### src/design/pointer_motion_tracker_assert.svh
// Assertion macros used by the pointer motion tracker top level.
// Needs a clock named clk and an active-low reset named rst_n in scope.
`ifndef POINTER_MOTION_TRACKER_ASSERT_SVH
`define POINTER_MOTION_TRACKER_ASSERT_SVH

// The consequent must hold in the same cycle as the trigger.
`define PMT_ASSERT_NOW(lbl, trig, cons, msg) \
  lbl: assert property (@(posedge clk) disable iff (!rst_n) (trig) |-> (cons)) else $error(msg);

// The consequent must hold in the cycle after the trigger.
`define PMT_ASSERT_NEXT(lbl, trig, cons, msg) \
  lbl: assert property (@(posedge clk) disable iff (!rst_n) (trig) |=> (cons)) else $error(msg);

`endif

### src/design/pmt_pkg.sv
// Types, codes and the clamp helper for the pointer motion tracker.
// Used by pmt_cfg, pmt_step and pointer_motion_tracker.
`default_nettype none

package pmt_pkg;

  typedef enum logic [2:0] {
    KIND_ROOT       = 3'd0,
    KIND_REL        = 3'd1,
    KIND_ABS        = 3'd2,
    KIND_RESET      = 3'd3,
    KIND_RESET_BASE = 3'd4
  } kind_t;

  typedef enum logic [2:0] {
    CFG_BOUND_X     = 3'd0,
    CFG_BOUND_Y     = 3'd1,
    CFG_WARP_ENABLE = 3'd2,
    CFG_WARP_X      = 3'd3,
    CFG_WARP_Y      = 3'd4
  } cfg_idx_t;

  // Half-width of the warp capture window: 1.0 in Q.4.
  localparam logic signed [16:0] WarpWindow = 17'sd16;

  typedef struct packed {
    logic [15:0]        bound_x;
    logic [15:0]        bound_y;
    logic               warp_enable;
    logic signed [15:0] warp_x;
    logic signed [15:0] warp_y;
  } cfg_t;

  typedef struct packed {
    logic [2:0]         kind;
    logic signed [15:0] val_x;
    logic signed [15:0] val_y;
    logic signed [15:0] root_x;
    logic signed [15:0] root_y;
    logic               jump_valid;
    logic signed [15:0] jump_x;
    logic signed [15:0] jump_y;
  } item_t;

  typedef struct packed {
    logic [15:0]        cursor_x;
    logic [15:0]        cursor_y;
    logic               base_valid;
    logic signed [15:0] base_x;
    logic signed [15:0] base_y;
  } trk_state_t;

  // Saturates a widened signed coordinate to [0, hi].
  function automatic logic [15:0] clamp_axis(input logic signed [18:0] v,
                                             input logic [15:0] hi);
    logic [15:0] r;
    if (v < 19'sd0) begin
      r = 16'd0;
    end else if (v > $signed({3'b000, hi})) begin
      r = hi;
    end else begin
      r = v[15:0];
    end
    return r;
  endfunction

endpackage

`default_nettype wire

### src/design/pmt_cfg.sv
// Configuration register file of the pointer motion tracker.
// Depends on pmt_pkg for the register indexes and the cfg_t bundle.
`default_nettype none

module pmt_cfg
  import pmt_pkg::*;
(
  input  wire logic        clk,
  input  wire logic        rst_n,
  input  wire logic        cfg_we,
  input  wire logic [2:0]  cfg_index,
  input  wire logic [15:0] cfg_wdata,
  output cfg_t             cfg
);

  cfg_t cfg_r;
  cfg_t cfg_nxt;

  always_comb begin
    cfg_nxt = cfg_r;
    if (cfg_we) begin
      unique case (cfg_index)
        CFG_BOUND_X:     cfg_nxt.bound_x     = cfg_wdata;
        CFG_BOUND_Y:     cfg_nxt.bound_y     = cfg_wdata;
        CFG_WARP_ENABLE: cfg_nxt.warp_enable = cfg_wdata[0];
        CFG_WARP_X:      cfg_nxt.warp_x      = $signed(cfg_wdata);
        CFG_WARP_Y:      cfg_nxt.warp_y      = $signed(cfg_wdata);
        default:         cfg_nxt             = cfg_r;
      endcase
    end
  end

  always_ff @(posedge clk) begin
    if (!rst_n) begin
      cfg_r <= '0;
    end else begin
      cfg_r <= cfg_nxt;
    end
  end

  assign cfg = cfg_r;

endmodule

`default_nettype wire

### src/design/pmt_step.sv
// Combinational update of the tracker for one item: new cursor, baseline and report flag.
// Depends on pmt_pkg for kinds, bundles and clamp_axis.
`default_nettype none

module pmt_step
  import pmt_pkg::*;
(
  input  wire cfg_t       cfg,
  input  wire trk_state_t cur,
  input  wire item_t      item,
  output trk_state_t      nxt,
  output logic            report
);

  logic [15:0]        px, py;
  logic signed [16:0] wdx, wdy;
  logic               near_warp;
  logic signed [16:0] dx, dy;
  logic [16:0]        adx, ady;
  logic               too_far;
  logic [15:0]        mx, my;
  logic [15:0]        vcx, vcy;

  always_comb begin
    // The stored cursor is re-clamped to the present box before use.
    px = clamp_axis($signed({3'b000, cur.cursor_x}), cfg.bound_x);
    py = clamp_axis($signed({3'b000, cur.cursor_y}), cfg.bound_y);

    wdx = {item.root_x[15], item.root_x} - {cfg.warp_x[15], cfg.warp_x};
    wdy = {item.root_y[15], item.root_y} - {cfg.warp_y[15], cfg.warp_y};
    near_warp = cfg.warp_enable &&
                (wdx >= -WarpWindow) && (wdx <= WarpWindow) &&
                (wdy >= -WarpWindow) && (wdy <= WarpWindow);

    dx  = {item.root_x[15], item.root_x} - {cur.base_x[15], cur.base_x};
    dy  = {item.root_y[15], item.root_y} - {cur.base_y[15], cur.base_y};
    // The most negative difference negates to itself, which read unsigned is correct.
    adx = dx[16] ? 17'(-dx) : 17'(dx);
    ady = dy[16] ? 17'(-dy) : 17'(dy);
    too_far = ({adx, 2'b00} > {3'b000, cfg.bound_x}) ||
              ({ady, 2'b00} > {3'b000, cfg.bound_y});

    mx = clamp_axis($signed({3'b000, px}) + $signed({{2{dx[16]}}, dx}), cfg.bound_x);
    my = clamp_axis($signed({3'b000, py}) + $signed({{2{dy[16]}}, dy}), cfg.bound_y);

    vcx = clamp_axis($signed({{3{item.val_x[15]}}, item.val_x}), cfg.bound_x);
    vcy = clamp_axis($signed({{3{item.val_y[15]}}, item.val_y}), cfg.bound_y);

    nxt          = cur;
    nxt.cursor_x = px;
    nxt.cursor_y = py;
    report       = 1'b0;

    unique case (item.kind)
      KIND_ROOT: begin
        if (near_warp) begin
          nxt.base_x     = cfg.warp_x;
          nxt.base_y     = cfg.warp_y;
          nxt.base_valid = 1'b1;
        end else if (!cur.base_valid) begin
          nxt.base_x     = item.root_x;
          nxt.base_y     = item.root_y;
          nxt.base_valid = 1'b1;
        end else begin
          nxt.base_x = item.root_x;
          nxt.base_y = item.root_y;
          if (too_far) begin
            if (item.jump_valid) begin
              nxt.cursor_x = clamp_axis($signed({{3{item.jump_x[15]}}, item.jump_x}),
                                        cfg.bound_x);
              nxt.cursor_y = clamp_axis($signed({{3{item.jump_y[15]}}, item.jump_y}),
                                        cfg.bound_y);
            end
          end else begin
            nxt.cursor_x = mx;
            nxt.cursor_y = my;
          end
          report = (nxt.cursor_x != px) || (nxt.cursor_y != py);
        end
      end
      KIND_REL: begin
        nxt.cursor_x = clamp_axis($signed({3'b000, px}) +
                                  $signed({{3{item.val_x[15]}}, item.val_x}), cfg.bound_x);
        nxt.cursor_y = clamp_axis($signed({3'b000, py}) +
                                  $signed({{3{item.val_y[15]}}, item.val_y}), cfg.bound_y);
        report = 1'b1;
      end
      KIND_ABS: begin
        nxt.cursor_x = vcx;
        nxt.cursor_y = vcy;
        report       = 1'b1;
      end
      KIND_RESET: begin
        nxt.cursor_x   = vcx;
        nxt.cursor_y   = vcy;
        nxt.base_valid = 1'b0;
      end
      KIND_RESET_BASE: begin
        nxt.cursor_x   = vcx;
        nxt.cursor_y   = vcy;
        nxt.base_x     = item.root_x;
        nxt.base_y     = item.root_y;
        nxt.base_valid = 1'b1;
      end
      default: begin
        nxt    = cur;
        report = 1'b0;
      end
    endcase
  end

endmodule

`default_nettype wire

### src/design/pointer_motion_tracker.sv
// Top level of the pointer motion tracker: input register, tracker state, result register.
// Depends on pmt_pkg, pmt_cfg, pmt_step and pointer_motion_tracker_assert.svh.
//
//   Port group | Direction | Handshake         | Payload
//   in_*       | into      | in_valid/in_stall | kind, val, root, jump fields
//   out_*      | out of    | out_valid/out_stall| cursor_x, cursor_y
//   cfg_*      | into      | cfg_we            | cfg_index, cfg_wdata
//
// One item per cycle is accepted while in_stall is low; an accepted item is held in the input
// register, and its result, if it gives one, is then loaded into the result register.
// The whole update is combinational between the input register and the result register.
// A transfer that gives no result clears out_valid and leaves the result values untouched.
// out_stall on a waiting result holds it; if an item is held, that stays too and in_stall rises.
// Synchronous reset clears the configuration, cursor and baseline; no clearing pass.
`default_nettype none

module pointer_motion_tracker
  import pmt_pkg::*;
(
  input  wire logic        clk,
  input  wire logic        rst_n,
  input  wire logic        in_valid,
  output logic             in_stall,
  input  wire logic [2:0]  in_kind,
  input  wire logic signed [15:0] in_val_x,
  input  wire logic signed [15:0] in_val_y,
  input  wire logic signed [15:0] in_root_x,
  input  wire logic signed [15:0] in_root_y,
  input  wire logic        in_jump_valid,
  input  wire logic signed [15:0] in_jump_x,
  input  wire logic signed [15:0] in_jump_y,
  output logic             out_valid,
  input  wire logic        out_stall,
  output logic [15:0]      out_cursor_x,
  output logic [15:0]      out_cursor_y,
  input  wire logic        cfg_we,
  input  wire logic [2:0]  cfg_index,
  input  wire logic [15:0] cfg_wdata
);

  cfg_t       cfg;
  item_t      item_r;
  logic       item_valid_r;
  trk_state_t trk_r;
  trk_state_t trk_nxt;
  logic       report;
  logic       advance;
  logic       out_valid_r;
  logic [15:0] out_x_r, out_y_r;

  pmt_cfg u_cfg (
    .clk       (clk),
    .rst_n     (rst_n),
    .cfg_we    (cfg_we),
    .cfg_index (cfg_index),
    .cfg_wdata (cfg_wdata),
    .cfg       (cfg)
  );

  pmt_step u_step (
    .cfg    (cfg),
    .cur    (trk_r),
    .item   (item_r),
    .nxt    (trk_nxt),
    .report (report)
  );

  // The held item moves on whenever the result register is free or being drained.
  assign advance  = !out_valid_r || !out_stall;
  assign in_stall = item_valid_r && !advance;

  always_ff @(posedge clk) begin
    if (!rst_n) begin
      item_valid_r <= 1'b0;
    end else if (!in_stall) begin
      item_valid_r <= in_valid;
    end
  end

  always_ff @(posedge clk) begin
    if (!in_stall && in_valid) begin
      item_r.kind       <= in_kind;
      item_r.val_x      <= in_val_x;
      item_r.val_y      <= in_val_y;
      item_r.root_x     <= in_root_x;
      item_r.root_y     <= in_root_y;
      item_r.jump_valid <= in_jump_valid;
      item_r.jump_x     <= in_jump_x;
      item_r.jump_y     <= in_jump_y;
    end
  end

  // A new bound pulls the stored cursor inside the box at once, unless an item advances then.
  always_ff @(posedge clk) begin
    if (!rst_n) begin
      trk_r <= '0;
    end else if (item_valid_r && advance) begin
      trk_r <= trk_nxt;
    end else if (cfg_we && (cfg_index == CFG_BOUND_X)) begin
      trk_r.cursor_x <= clamp_axis($signed({3'b000, trk_r.cursor_x}), cfg_wdata);
    end else if (cfg_we && (cfg_index == CFG_BOUND_Y)) begin
      trk_r.cursor_y <= clamp_axis($signed({3'b000, trk_r.cursor_y}), cfg_wdata);
    end
  end

  always_ff @(posedge clk) begin
    if (!rst_n) begin
      out_valid_r <= 1'b0;
    end else if (advance) begin
      out_valid_r <= item_valid_r && report;
    end
  end

  always_ff @(posedge clk) begin
    if (advance && item_valid_r && report) begin
      out_x_r <= trk_nxt.cursor_x;
      out_y_r <= trk_nxt.cursor_y;
    end
  end

  assign out_valid    = out_valid_r;
  assign out_cursor_x = out_x_r;
  assign out_cursor_y = out_y_r;

`include "pointer_motion_tracker_assert.svh"

  `PMT_ASSERT_NOW(a_stall_needs_item, in_stall, item_valid_r && out_valid_r, "stall without a held item")
  `PMT_ASSERT_NEXT(a_held_item_kept, item_valid_r && !advance, item_valid_r, "held item lost during stall")
  `PMT_ASSERT_NEXT(a_rel_reports, item_valid_r && advance && (item_r.kind == KIND_REL), out_valid_r, "relative item gave no result")
  `PMT_ASSERT_NEXT(a_reset_clears_base, item_valid_r && advance && (item_r.kind == KIND_RESET), !trk_r.base_valid, "reset item left a baseline")
  `PMT_ASSERT_NEXT(a_root_sets_base, item_valid_r && advance && (item_r.kind == KIND_ROOT), trk_r.base_valid, "root motion left no baseline")

endmodule

`default_nettype wire
### config.mk
export PLATFORM = sky130hd
export DESIGN_NAME = pointer_motion_tracker
export DESIGN_NICKNAME = d
export VERILOG_FILES = /design/src/design/pmt_pkg.sv /design/src/design/pmt_cfg.sv /design/src/design/pmt_step.sv /design/src/design/pointer_motion_tracker.sv
export VERILOG_INCLUDE_DIRS = /design/src /design/src/design
export SDC_FILE = /design/constraint.sdc
export NUM_CORES = 1
export LEC_CHECK = 0
export BUFFER_PORTS_ARGS = -buffer_cell sky130_fd_sc_hd__buf_2
export CORE_MARGIN = 1
export CORE_UTILIZATION = 39
export DETAILED_ROUTE_END_ITERATION = 8
export GPL_TIMING_DRIVEN = 0
export PLACE_DENSITY = 0.56
export RECOVER_POWER = 25
export SLEW_MARGIN = 0
export SYNTH_ARGS = -nofsm -noshare
export SYNTH_HDL_FRONTEND = slang
export SYNTH_HIERARCHICAL = 1
export SYNTH_SLANG_ARGS = --single-unit
### constraint.sdc
create_clock -name clk -period 9.95 [get_ports clk]
set_input_delay 1.4925 -clock clk [delete_from_list [all_inputs] [get_ports clk]]
set_output_delay 1.4925 -clock clk [all_outputs]
set_load 0.005 [all_outputs]
After elaboration in Yosys (flattened, before gate mapping)
Index checks and enable logic that the tools add are counted.
{"block": "totals", "input_bits": 124, "elab_cells": 146, "output_inout_bits": 34, "register_bits": 264}
{"block": "op_classes", "magnitude_cmp": 26, "muxes": 40, "reduce_logical": 37, "n_addsub": 10, "eq_ne": 11}
{"op": "16-bit 2-to-1 mux", "count": 23}
{"op": "32-bit 2-to-1 mux", "count": 9}
{"op": "32-bit case mux with 3 select lines", "count": 1}
{"op": "19-bit by 17-bit greater-than comparator with 1-bit output", "count": 4}
{"op": "19-bit by 1-bit less-than comparator with 1-bit output, second input constant", "count": 4}
{"op": "16-bit by 17-bit greater-than comparator with 1-bit output", "count": 4}
{"op": "16-bit by 16-bit subtractor with 17-bit output", "count": 4}
{"op": "16-bit greater-than comparator", "count": 4}
{"op": "16-bit by 1-bit less-than comparator with 1-bit output, second input constant", "count": 4}
{"op": "32-bit case mux with 2 select lines", "count": 1}
{"op": "19-bit by 16-bit greater-than comparator with 1-bit output", "count": 2}
{"op": "17-bit by 16-bit adder with 18-bit output", "count": 2}
{"op": "17-bit by 17-bit adder with 18-bit output", "count": 2}
{"op": "17-bit by 5-bit >= comparator with 1-bit output, second input constant", "count": 2}
{"op": "17-bit by 6-bit <= comparator with 1-bit output, second input constant", "count": 2}
{"op": "17-bit 2-to-1 mux", "count": 2}
{"op": "17-bit negation", "count": 2}
{"op": "16-bit != test", "count": 2}
{"op": "2-bit AND reduction", "count": 8}
{"op": "3-bit by 2-bit equality test with 1-bit output, second input constant", "count": 4}
{"op": "1-bit logical AND", "count": 11}
{"op": "2-bit nonzero test", "count": 5}
{"op": "3-bit by 1-bit equality test with 1-bit output, second input constant", "count": 2}
{"op": "3-bit equality test, second input constant", "count": 2}
{"op": "11 further kinds", "count": 18}

Logic depth before layout (Yosys ltp)
Gate-level depths: netlist of run 1.
{"block": "logic_depth", "word_depth": 16, "depth_mapped": 42, "depth_no_buf": 38}

By module
The synthesis of run 1 kept the hierarchy.
{"mod": "pmt_step", "n_inst": 1, "seq_area_each_um2": 0.0, "area_per_inst_um2": 16788.6, "cells_each": 2431}
{"mod": "pointer_motion_tracker", "n_inst": 1, "seq_area_each_um2": 5305.1, "area_per_inst_um2": 7993.9, "cells_each": 593}
{"mod": "pmt_cfg", "n_inst": 1, "seq_area_each_um2": 1301.2, "area_per_inst_um2": 2449.8, "cells_each": 233}

Worst setup path after synthesis of run 1
Ideal clock, no wire load.
{"block": "synth_timing", "path_type": "reg2reg", "startpoint": "reg u_cfg.cfg_r (netlist bit u_cfg/cfg[64])", "endpoint": "reg out_valid_r (netlist: out_valid)", "period_less_slack_ps": 8320, "path_stages_with_launch": 34, "setup_time_ps": 119, "required_ps": 9831, "slack_ps": 1630, "path_buffers": 2, "arrival_ps": 8200, "path_cell_list": "dfxtp_1 > clkbuf_1 > inv_1 > ha_1 > nand4_1 > nor4_1 > o41ai_1 > a31oi_1 > clkbuf_1 > mux2i_1 > inv_1 > ha_1 > a21o_1 > a221oi_1 > o211ai_1 > a21o_1 > a21oi_1 > xnor2_1 > ha_1 > a21o_1 > a21oi_1 > o21ai_0 > o2bb2ai_1 > a32oi_1 > nor2_1 > a221oi_1 > o22ai_1 > a221o_1 > or4_1 > o41ai_1 > a221oi_1 > and2_1 > a21oi_1 > nor2b_1"}
{"block": "synth_via", "elab_chain_cells": 16, "word_cells_on_any_way": 24, "cone_classes": "add/sub (1); order compare (5); eq/ne (2); mux (13); reduce/logical (3)"}
{"item": "start, declared", "line_no": "pmt_cfg.sv:16", "rtl": "cfg_t cfg_r;"}
{"item": "start signal, assigned", "line_no": "pmt_cfg.sv:37", "rtl": "cfg_r <= cfg_nxt;"}
{"item": "16-bit greater-than comparator", "line_no": "pmt_pkg.sv:59", "rtl": "end else if (v > $signed({3'b000, hi})) begin"}
{"item": "16-bit 2-to-1 mux", "line_no": "pmt_pkg.sv:59"}
{"item": "17-bit by 17-bit adder with 18-bit output", "line_no": "pmt_step.sv:43", "rtl": "mx = clamp_axis($signed({3'b000, px}) + $signed({{2{dx[16]}}, dx}), cfg.bound_x);"}
{"item": "19-bit by 17-bit greater-than comparator with 1-bit output", "line_no": "pmt_pkg.sv:59"}
{"item": "16-bit 2-to-1 mux", "line_no": "pmt_pkg.sv:59"}
{"item": "16-bit 2-to-1 mux", "line_no": "pmt_pkg.sv:57", "rtl": "if (v < 19'sd0) begin"}
{"item": "32-bit 2-to-1 mux", "line_no": "pmt_step.sv:67", "rtl": "if (too_far) begin"}
{"item": "32-bit 2-to-1 mux", "line_no": "pmt_step.sv:60", "rtl": "end else if (!cur.base_valid) begin"}
{"item": "32-bit 2-to-1 mux", "line_no": "pmt_step.sv:56", "rtl": "if (near_warp) begin"}
{"item": "32-bit 2-to-1 mux", "line_no": "pmt_step.sv:54", "rtl": "unique case (item.kind)"}
{"item": "16-bit != test", "line_no": "pmt_step.sv:78", "rtl": "report = (nxt.cursor_x != px) || (nxt.cursor_y != py);"}
{"item": "1-bit logical OR (*)", "line_no": "pmt_step.sv:78"}
{"item": "1-bit 2-to-1 mux (*)", "line_no": "pmt_step.sv:60"}
{"item": "1-bit 2-to-1 mux (*)", "line_no": "pmt_step.sv:56"}
{"item": "1-bit case mux with 2 select lines (*)", "line_no": "pmt_step.sv:54"}
{"item": "net report", "line_no": "pointer_motion_tracker.sv:46", "rtl": "logic report;"}
{"item": "1-bit logical AND (*)", "line_no": "pointer_motion_tracker.sv:110", "rtl": "out_valid_r <= item_valid_r && report;"}
{"item": "end signal, assigned", "line_no": "pointer_motion_tracker.sv:110"}
{"item": "end, declared", "line_no": "pointer_motion_tracker.sv:48", "rtl": "logic out_valid_r;"}
Mark *: on every way through the listed nets, which the timed path passes. The rest lies on a longest branch. The select of a mux whose other input is x is not followed.
A chain may end at the register's enable or synchronous reset.

Worst setup path in the final report of run 1
{"block": "layout_timing", "startpoint": "reg u_cfg.cfg_r (netlist bit u_cfg/cfg[48])", "endpoint": "reg out_valid_r (netlist: out_valid)"}
{"block": "layout_via", "elab_chain_cells": 16, "word_cells_on_any_way": 24, "cone_classes": "add/sub (1); order compare (5); eq/ne (2); mux (13); reduce/logical (3)"}
{"item": "16-bit greater-than comparator", "line_no": "pmt_pkg.sv:59"}
{"item": "16-bit 2-to-1 mux", "line_no": "pmt_pkg.sv:59"}
{"item": "17-bit by 17-bit adder with 18-bit output", "line_no": "pmt_step.sv:44", "rtl": "my = clamp_axis($signed({3'b000, py}) + $signed({{2{dy[16]}}, dy}), cfg.bound_y);"}
{"item": "19-bit by 17-bit greater-than comparator with 1-bit output", "line_no": "pmt_pkg.sv:59"}
{"item": "16-bit 2-to-1 mux", "line_no": "pmt_pkg.sv:59"}
{"item": "16-bit 2-to-1 mux", "line_no": "pmt_pkg.sv:57"}
{"item": "32-bit 2-to-1 mux", "line_no": "pmt_step.sv:67"}
{"item": "32-bit 2-to-1 mux", "line_no": "pmt_step.sv:60"}
{"item": "32-bit 2-to-1 mux", "line_no": "pmt_step.sv:56"}
{"item": "32-bit 2-to-1 mux", "line_no": "pmt_step.sv:54"}
{"item": "16-bit != test", "line_no": "pmt_step.sv:78"}
{"item": "1-bit logical OR (*)", "line_no": "pmt_step.sv:78"}
{"item": "1-bit 2-to-1 mux (*)", "line_no": "pmt_step.sv:60"}
{"item": "1-bit 2-to-1 mux (*)", "line_no": "pmt_step.sv:56"}
{"item": "1-bit case mux with 2 select lines (*)", "line_no": "pmt_step.sv:54"}
{"item": "net report", "line_no": "pointer_motion_tracker.sv:46"}
{"item": "1-bit logical AND (*)", "line_no": "pointer_motion_tracker.sv:110"}
Marked as above.

==> impl_results.md, run 1 <==
- Mux cell area share after synthesis: 7.34%
- Hold path cells: 2
- Top cell type's share of synthesized area: between 15 and 20%
- Io pins: roughly 160
- Mean Syn Cell Area: approximately 8.4 sq um
- Main combinational cell family by area after synthesis: compound AO/OA/AOI/OAI gates
- Worst VDD drop: between 0.1 and 0.15 mV
- Status: complete, no violations
- Slowest stage cell, crit path: o41ai_1
- Fin worst setup slack: 336 ps
- CTS Hold Bufs: 0
- Post-Route WL: 108 mm
- Max clock buf depth: 3
- Fillcell total: just under 7k
- Reg2Reg Setup Slack: about 340 ps
- Crit Reg-Reg Startpoint: u_cfg/cfg[48]
- Combinational fraction of design power: between 40% and 50%
- Die height: between 200 and 300 microns
- CP bufs+invs: 6
- First-pass GRT wire length: approximately 160 mm
- Worst r2r dst: out_valid
- DRT iter0 DRCs: 2705
- Syn Inst Count: 3257
- Commonest non-fill, non-tap cell in the layout: ha_1
- Vias per cell: between 5 and 6
- Synth cell types: around 100
- Leakage: 12.6 nW
- DRC: 0
- Worst path arrival time: between 10000 and 15000 ps
- R2R depth: 36
- Tcrit/Tclk final: ~97%
- Clock Skews: between 40 and 50 ps
- Worst setup path endpoint: out_valid
- Dpl ws: -1330 ps
- Root Driver: clkbuf_16
- Area of the core: between 60000 and 70000 sq um
- Max incr delay on CP: around 530 ps
- Final min period: about 9600 ps
- IO Port Bufs: 156
- Crit Path Max Fanout: 33
- Total track usage: ~30%
- Horiz. Die Dim: 266 microns
- Setup violators final: 0
- Max Slew Vio Count: 0
- Post-synth EDFFs: ~130
- Clock sinks: between 200 and 300
- GP Congestion: about 0.99
- Max-cap viol count: 0
- Clock share of power: 26.2%
- Max frequency: 104 MHz
- Internal power: ~0.0031 W
- CP required: 10410 ps
- Remaining antenna violation count: 0
- Register area share after synthesis: 24.3%
- Setup TNS: 0 ps
- CTS tree: yes
- Flop pwr share: 24.7%
- Number of global-route vias before repair: between 20k and 25k
- NetSw: around 0.0022 W
- Number of nets in the layout: between 3k and 4k
- Initial antenna violation count: 3
- Largest area contributor in the netlist: ha_1
- Ys Warns: 6
- WS Path Type: reg -> reg
- Unrepaired setup endpoints after global routing: false
- Num CTS Buffers: 36
- Via Count: 26.7k
- Initial DRT Pass Iterations: 9
- Area Growth Syn to Fin: 13.9%
- Layout cells sized above 1: between 10% and 20%
- Adder-cell share of the synthesized area: approximately 17%
- XOR/XNOR Fraction of Synth Area: under 10%
- Slew headroom: between 10% and 20%
- Net Sw Frac: between 40% and 50%
- Cell family with most CP delay: compound AO/OA/AOI/OAI gates
- Clock transition at the registers of the reported paths: 60 ps
- Synth Area in Compound Gates: between 20% and 30%
- Yosys reg bits: approximately 260
- Worst path depth: 36
- Starting density of the core: 39.6%
- Critical Path Source Type: register
- Synth Flop Type: edfxtp_1
- PD cells: about 170 nW/um^2
- Syn Nets: roughly 3.7k
- GRT overflow: 0
- Worst setup path startpoint: u_cfg/cfg[48]
- Simple-gate share of the synthesized area: ~16%
- Clk_lat worst skew: 590 ps
- Row count: 96
- Most frequent cells in the layout: 356 x ha_1, 299 x nand2_1, 246 x nor2_1
- Post-DP HPWL: ~85 mm
- Post-Syn Area: ~27000 sq um
- Final Hold Viols: 0
- Wire per inst: 24.2 microns
- Post-synth ARST share: 0%
- Largest net degree at the start of global routing: 34
- Critical path capture point type: register
- CTS HTree Levels: 2
- Dominant cells by area after synthesis: ha_1 16%, edfxtp_1 15%, dfxtp_1 9.7%
- Worst slew pin tran: roughly 1200 ps
- Die Area: about 71000 sq um
- Worst hold path type: reg -> reg
## sequential cells by signal, summed over array words and instances (netlist names)
register / flops
out_cursor_x: 16
item_r: 100
item_valid_r: 1
out_valid: 1
out_cursor_y: 16
u_cfg/cfg: 65
trk_r: 65
## timing repair
item	CTS	global route
endpoints found under the setup margin	49	49
gates cloned	0	0
gates resized for setup	12	35
pin swaps	0	1
buffers inserted	2	43
## cells by family (layout without fill, tap and decap cells)
group,after synthesis,in the layout
muxes,197,197
AOI/OAI and AO/OA,1024,1024
xor gates and xnor gates,151,151
DFF,264,264
adders and majority gates,364,364
other,0,3
and+or+nand+nor,902,902
buffers and inverters,355,624
## cell type report
class                           count  area, sq um  share of cell area, %
Sequential cell                   264         6620                   21.3
Buffer                            133          651                   2.10
Inverter                          221          901                   2.90
Clock inverter                     16          189                  0.609
Timing Repair Buffer              204         1180                   3.79
Multi-Input combinational cell   2638        19200                   62.0
Antenna cell                        3         7.51                 0.0242
Clock buffer                       50         1080                   3.48
Tap cell                          931         1160                   3.76
## cell usage after synthesis, drive strengths merged, types with 18 or more instances
master	instances
ha	356
nand2	299
o21ai	250
nor2	246
inv	220
a21oi	214
mux2i	176
dfxtp	132
edfxtp	132
xnor2	120
clkbuf	94
o211ai	72
nand4	68
o21a	59
a21o	57
nor3	45
o22ai	44
nand3	43
nor2b	42
buf	40
a211oi	39
a21boi	39
nand2b	35
o31ai	31
xor2	31
o221ai	25
or3	23
a31oi	21
mux2	21
a221oi	19
a22oi	18
a41o	18
or2	18
## worst min-delay path by stage
| stage | startpoint | to | slack, ps |
|---|---|---|---|
| after CTS | u_cfg/cfg[18] | u_cfg/cfg[18] | 460 |
| final | u_cfg/cfg[18] | u_cfg/cfg[18] | 460 |
| after global placement | u_cfg/cfg[64] | u_cfg/cfg[64] | 440 |
| after global routing | u_cfg/cfg[21] | u_cfg/cfg[21] | 470 |
| after floorplan | u_cfg/cfg[64] | u_cfg/cfg[64] | 430 |
| after detailed placement | u_cfg/cfg[18] | u_cfg/cfg[18] | 450 |
## power groups by stage
stage,clock (W),sequential [W],combinational (W)
3_5_place_dp,0,0.00132,0.00245
4_1_cts,0.00141,0.00130,0.00249
6_report,0.00138,0.00131,0.00260
5_1_grt,0.00145,0.00131,0.00282
2_1_floorplan,0,0.00127,0.00180
3_3_place_gp,0,0.00133,0.00245
## tightest hold or removal path: stages (launching register included)
cell and delay (ps):
dfxtp_1 310, nand2_1 50, mux2i_1 50
## stage by stage
stage	instance area, sq um	hold WS (ps)	utilization [%]	cells	power, W
2_1_floorplan	27200	434	-	3257	0.00307
5_1_grt	31000	474	45.1	4458	0.00559
4_1_cts	30600	460	44.4	4415	0.00520
3_3_place_gp	29200	444	42.4	4344	0.00378
3_5_place_dp	29200	453	42.5	4347	0.00378
6_report	31000	458	45.1	4460	0.00529
## routing by layer
metal / up-vias / share of wire, % / GRT usage (%) / routed length [microns]
met5: - / 0 / 0 / 0
met1: 12600 / 43 / 39.3 / 46600
met3: 271 / 7.6 / 5.01 / 8230
met4: 0 / 4.8 / 13.1 / 5130
li1: 12700 / - / - / -
met2: 1218 / 44 / 47.3 / 48000
Note: power is estimated with default switching activity, not from simulation.
==> run 2, diff against run 1 <==
- GPL_TIMING_DRIVEN: 0 -> not set
- REMOVE_ABC_BUFFERS: not set -> 1
==> impl_results.md, run 2 (synthesis results as in run 1) <==
- Io pins: 158 (unchanged)
- Most frequent cells in the layout: 356 x ha_1, 299 x nand2_1, 246 x nor2_1
- Starting density of the core: 39.6% (unchanged)
- Failing checks: max-capacitance violations, max-slew violations
- Commonest non-fill, non-tap cell in the layout: ha_1
- Internal power: 0.00307 W (-0.15%)
- Initial DRT Pass Iterations: 8 (-1)
- Max Slew Vio Count: 124 (+124)
- Leakage: 12.6 nW (-0.25%)
- Post-DP HPWL: 83.1 mm (-2.2%)
- Max incr delay on CP: 820 ps (+290 ps)
- Initial antenna violation count: 2 (-1)
- Fin worst setup slack: 552 ps (+216 ps)
- Crit Path Max Fanout: 33 (unchanged)
- Crit Reg-Reg Startpoint: u_cfg/cfg[41]
- Clock share of power: 26.0% (-0.2 points)
- Flop pwr share: 24.5% (-0.2 points)
- Post CTS Setup Buffer Count: 0 (-2)
- Die height: 266 microns (unchanged)
- Worst hold path type: reg -> reg
- DRC: 0 (unchanged)
- Unrepaired setup endpoints after global routing: false
- Worst VDD drop: 0.128 mV (-9.0%)
- Max frequency: 106 MHz (+2.3%)
- Top reg by flops: item_r
- CP required: 10160 ps (-250 ps)
- First-pass GRT wire length: 157 mm (-0.76%)
- DRT iter0 DRCs: 2707 (+0.074%)
- WS Path Type: reg -> reg
- Worst setup path startpoint: u_cfg/cfg[41]
- Critical Path Source Type: register
- Number of global-route vias before repair: 24.2k (-1.4%)
- Clk_lat worst skew: 570 ps (-20 ps)
- Max clock buf depth: 3 (unchanged)
- Max-cap viol count: 2 (+2)
- Final Hold Viols: 0 (unchanged)
- Area Growth Syn to Fin: 12.2%
- CTS tree: yes
- Max reg flops: 100 (unchanged)
- NetSw: 0.00223 W (+0.33%)
- Tcrit/Tclk final: 94.5% (-2.2 points)
- Critical path capture point type: register
- Wire per inst: 24.7 microns (+1.9%)
- Clock Skews: 19.8 ps (-22.3 ps)
- Remaining antenna violation count: 0 (unchanged)
- Die Area: 70900 sq um (unchanged)
- PD cells: 173 nW/um^2 (+1.5%)
- Row count: 96 (unchanged)
- Num CTS Buffers: 36 (unchanged)
- Area of the core: 68800 sq um (unchanged)
- Horiz. Die Dim: 266 microns (unchanged)
- Setup TNS: 0 ps (unchanged)
- CTS HTree Levels: 2 (unchanged)
- Final min period: 9400 ps (-216 ps)
- Worst slew pin tran: 3280 ps (+2030 ps)
- Number of nets in the layout: 3903 (-2.1%)
- Via Count: 26.3k (-1.7%)
- HP Start: u_cfg/cfg[27]
- GRT overflow: 0 (unchanged)
- Clock transition at the registers of the reported paths: 60 ps (about the same)
- Total track usage: 29.6% (-0.16 points)
- Largest net degree at the start of global routing: 75 (+120%)
- Setup violators final: 0 (unchanged)
- Diodes inserted: 0 (-3)
- Slowest stage cell, crit path: o21a_1
- GP Congestion: 1.02 (+2.6%)
- Pwr Total: 0.00530 W (about the same)
- Root Driver: clkbuf_16
- Layout cells sized above 1: 11.8% (-0.32 points)
- Status: complete, but fails checks
- Worst path arrival time: 9610 ps (-470 ps)
- Slew headroom: -118% (-130 points)
- Vias per cell: 6.01 (+0.20%)
- Clock sinks: 264 (unchanged)
- Fillcell total: 6894 (-0.58%)
- Net Sw Frac: 42.0% (+0.12 points)
- Post-Route WL: 108 mm (about the same)
- Combinational fraction of design power: 49.5% (+0.3 points)
- Dpl ws: 604 ps (+1940 ps)
- IO Port Bufs: 157 (+0.64%)
run 2: cell type report:
class / instances / area, sq um / area share (%)
Inverter: 221 / 830 / 2.71
Clock inverter: 19 / 194 / 0.635
Multi-Input combinational cell: 2638 / 19200 / 62.9
Timing Repair Buffer: 254 / 1510 / 4.93
Sequential cell: 264 / 6610 / 21.6
Clock buffer: 47 / 1050 / 3.43
Tap cell: 931 / 1160 / 3.81
run 2: repair_timing:
| action | CTS | global route |
|---|---|---|
| endpoints found under the setup margin | 0 | 33 |
| hold buffers | 0 | 0 |
| resized for setup | 0 | 1 |
run 2: path summary, 6_finish.rpt:
kind                                   endpoint  slack (ps)  cells after the start
worst max-delay path            out_cursor_y[4]         550                     30
worst min-delay path              u_cfg/cfg[27]         460                      2
worst max register to register  out_cursor_y[4]         550                     30
worst min register to register    u_cfg/cfg[27]         460                      2
run 2: critical path: cells and delay by family, from the launching register on:
kind	cells	cell delay (ps)
xor+xnor	1	200
simple gates	8	1930
fa+ha+maj	3	1050
mux	1	390
compound gates	14	4270
buf+inv	3	750
flops	1	430
run 2: power by group through the flow:
| stage | Combinational (W) | Clock (W) | Sequential [W] |
|---|---|---|---|
| 2_1_floorplan | 0.00176 | 0 | 0.00127 |
| 3_3_place_gp | 0.00254 | 0 | 0.00132 |
| 3_5_place_dp | 0.00252 | 0 | 0.00132 |
| 4_1_cts | 0.00254 | 0.00141 | 0.00129 |
| 5_1_grt | 0.00283 | 0.00145 | 0.00130 |
| 6_report | 0.00262 | 0.00138 | 0.00130 |
run 2: layer usage:
layer,vias to the layer above,track usage (%),wire [microns]
met4,2,15.7,6230
met2,1173,46.8,47900
met5,-,0,13
met3,298,5.81,8950
li1,12500,-,-
met1,12300,37.8,44700
run 2: per-stage QoR:
| stage | area, sq um | hold slack, ps | instances | utilization (%) |
|---|---|---|---|---|
| final | 30600 | 461 | 4374 | 44.4 |
| after global routing | 30600 | 472 | 4374 | 44.4 |
| after CTS | 30600 | 463 | 4374 | 44.4 |
| after detailed placement | 29300 | 451 | 4308 | 42.6 |
| after global placement | 29300 | 444 | 4308 | 42.6 |
| after floorplan | 26600 | 440 | 3123 | - |
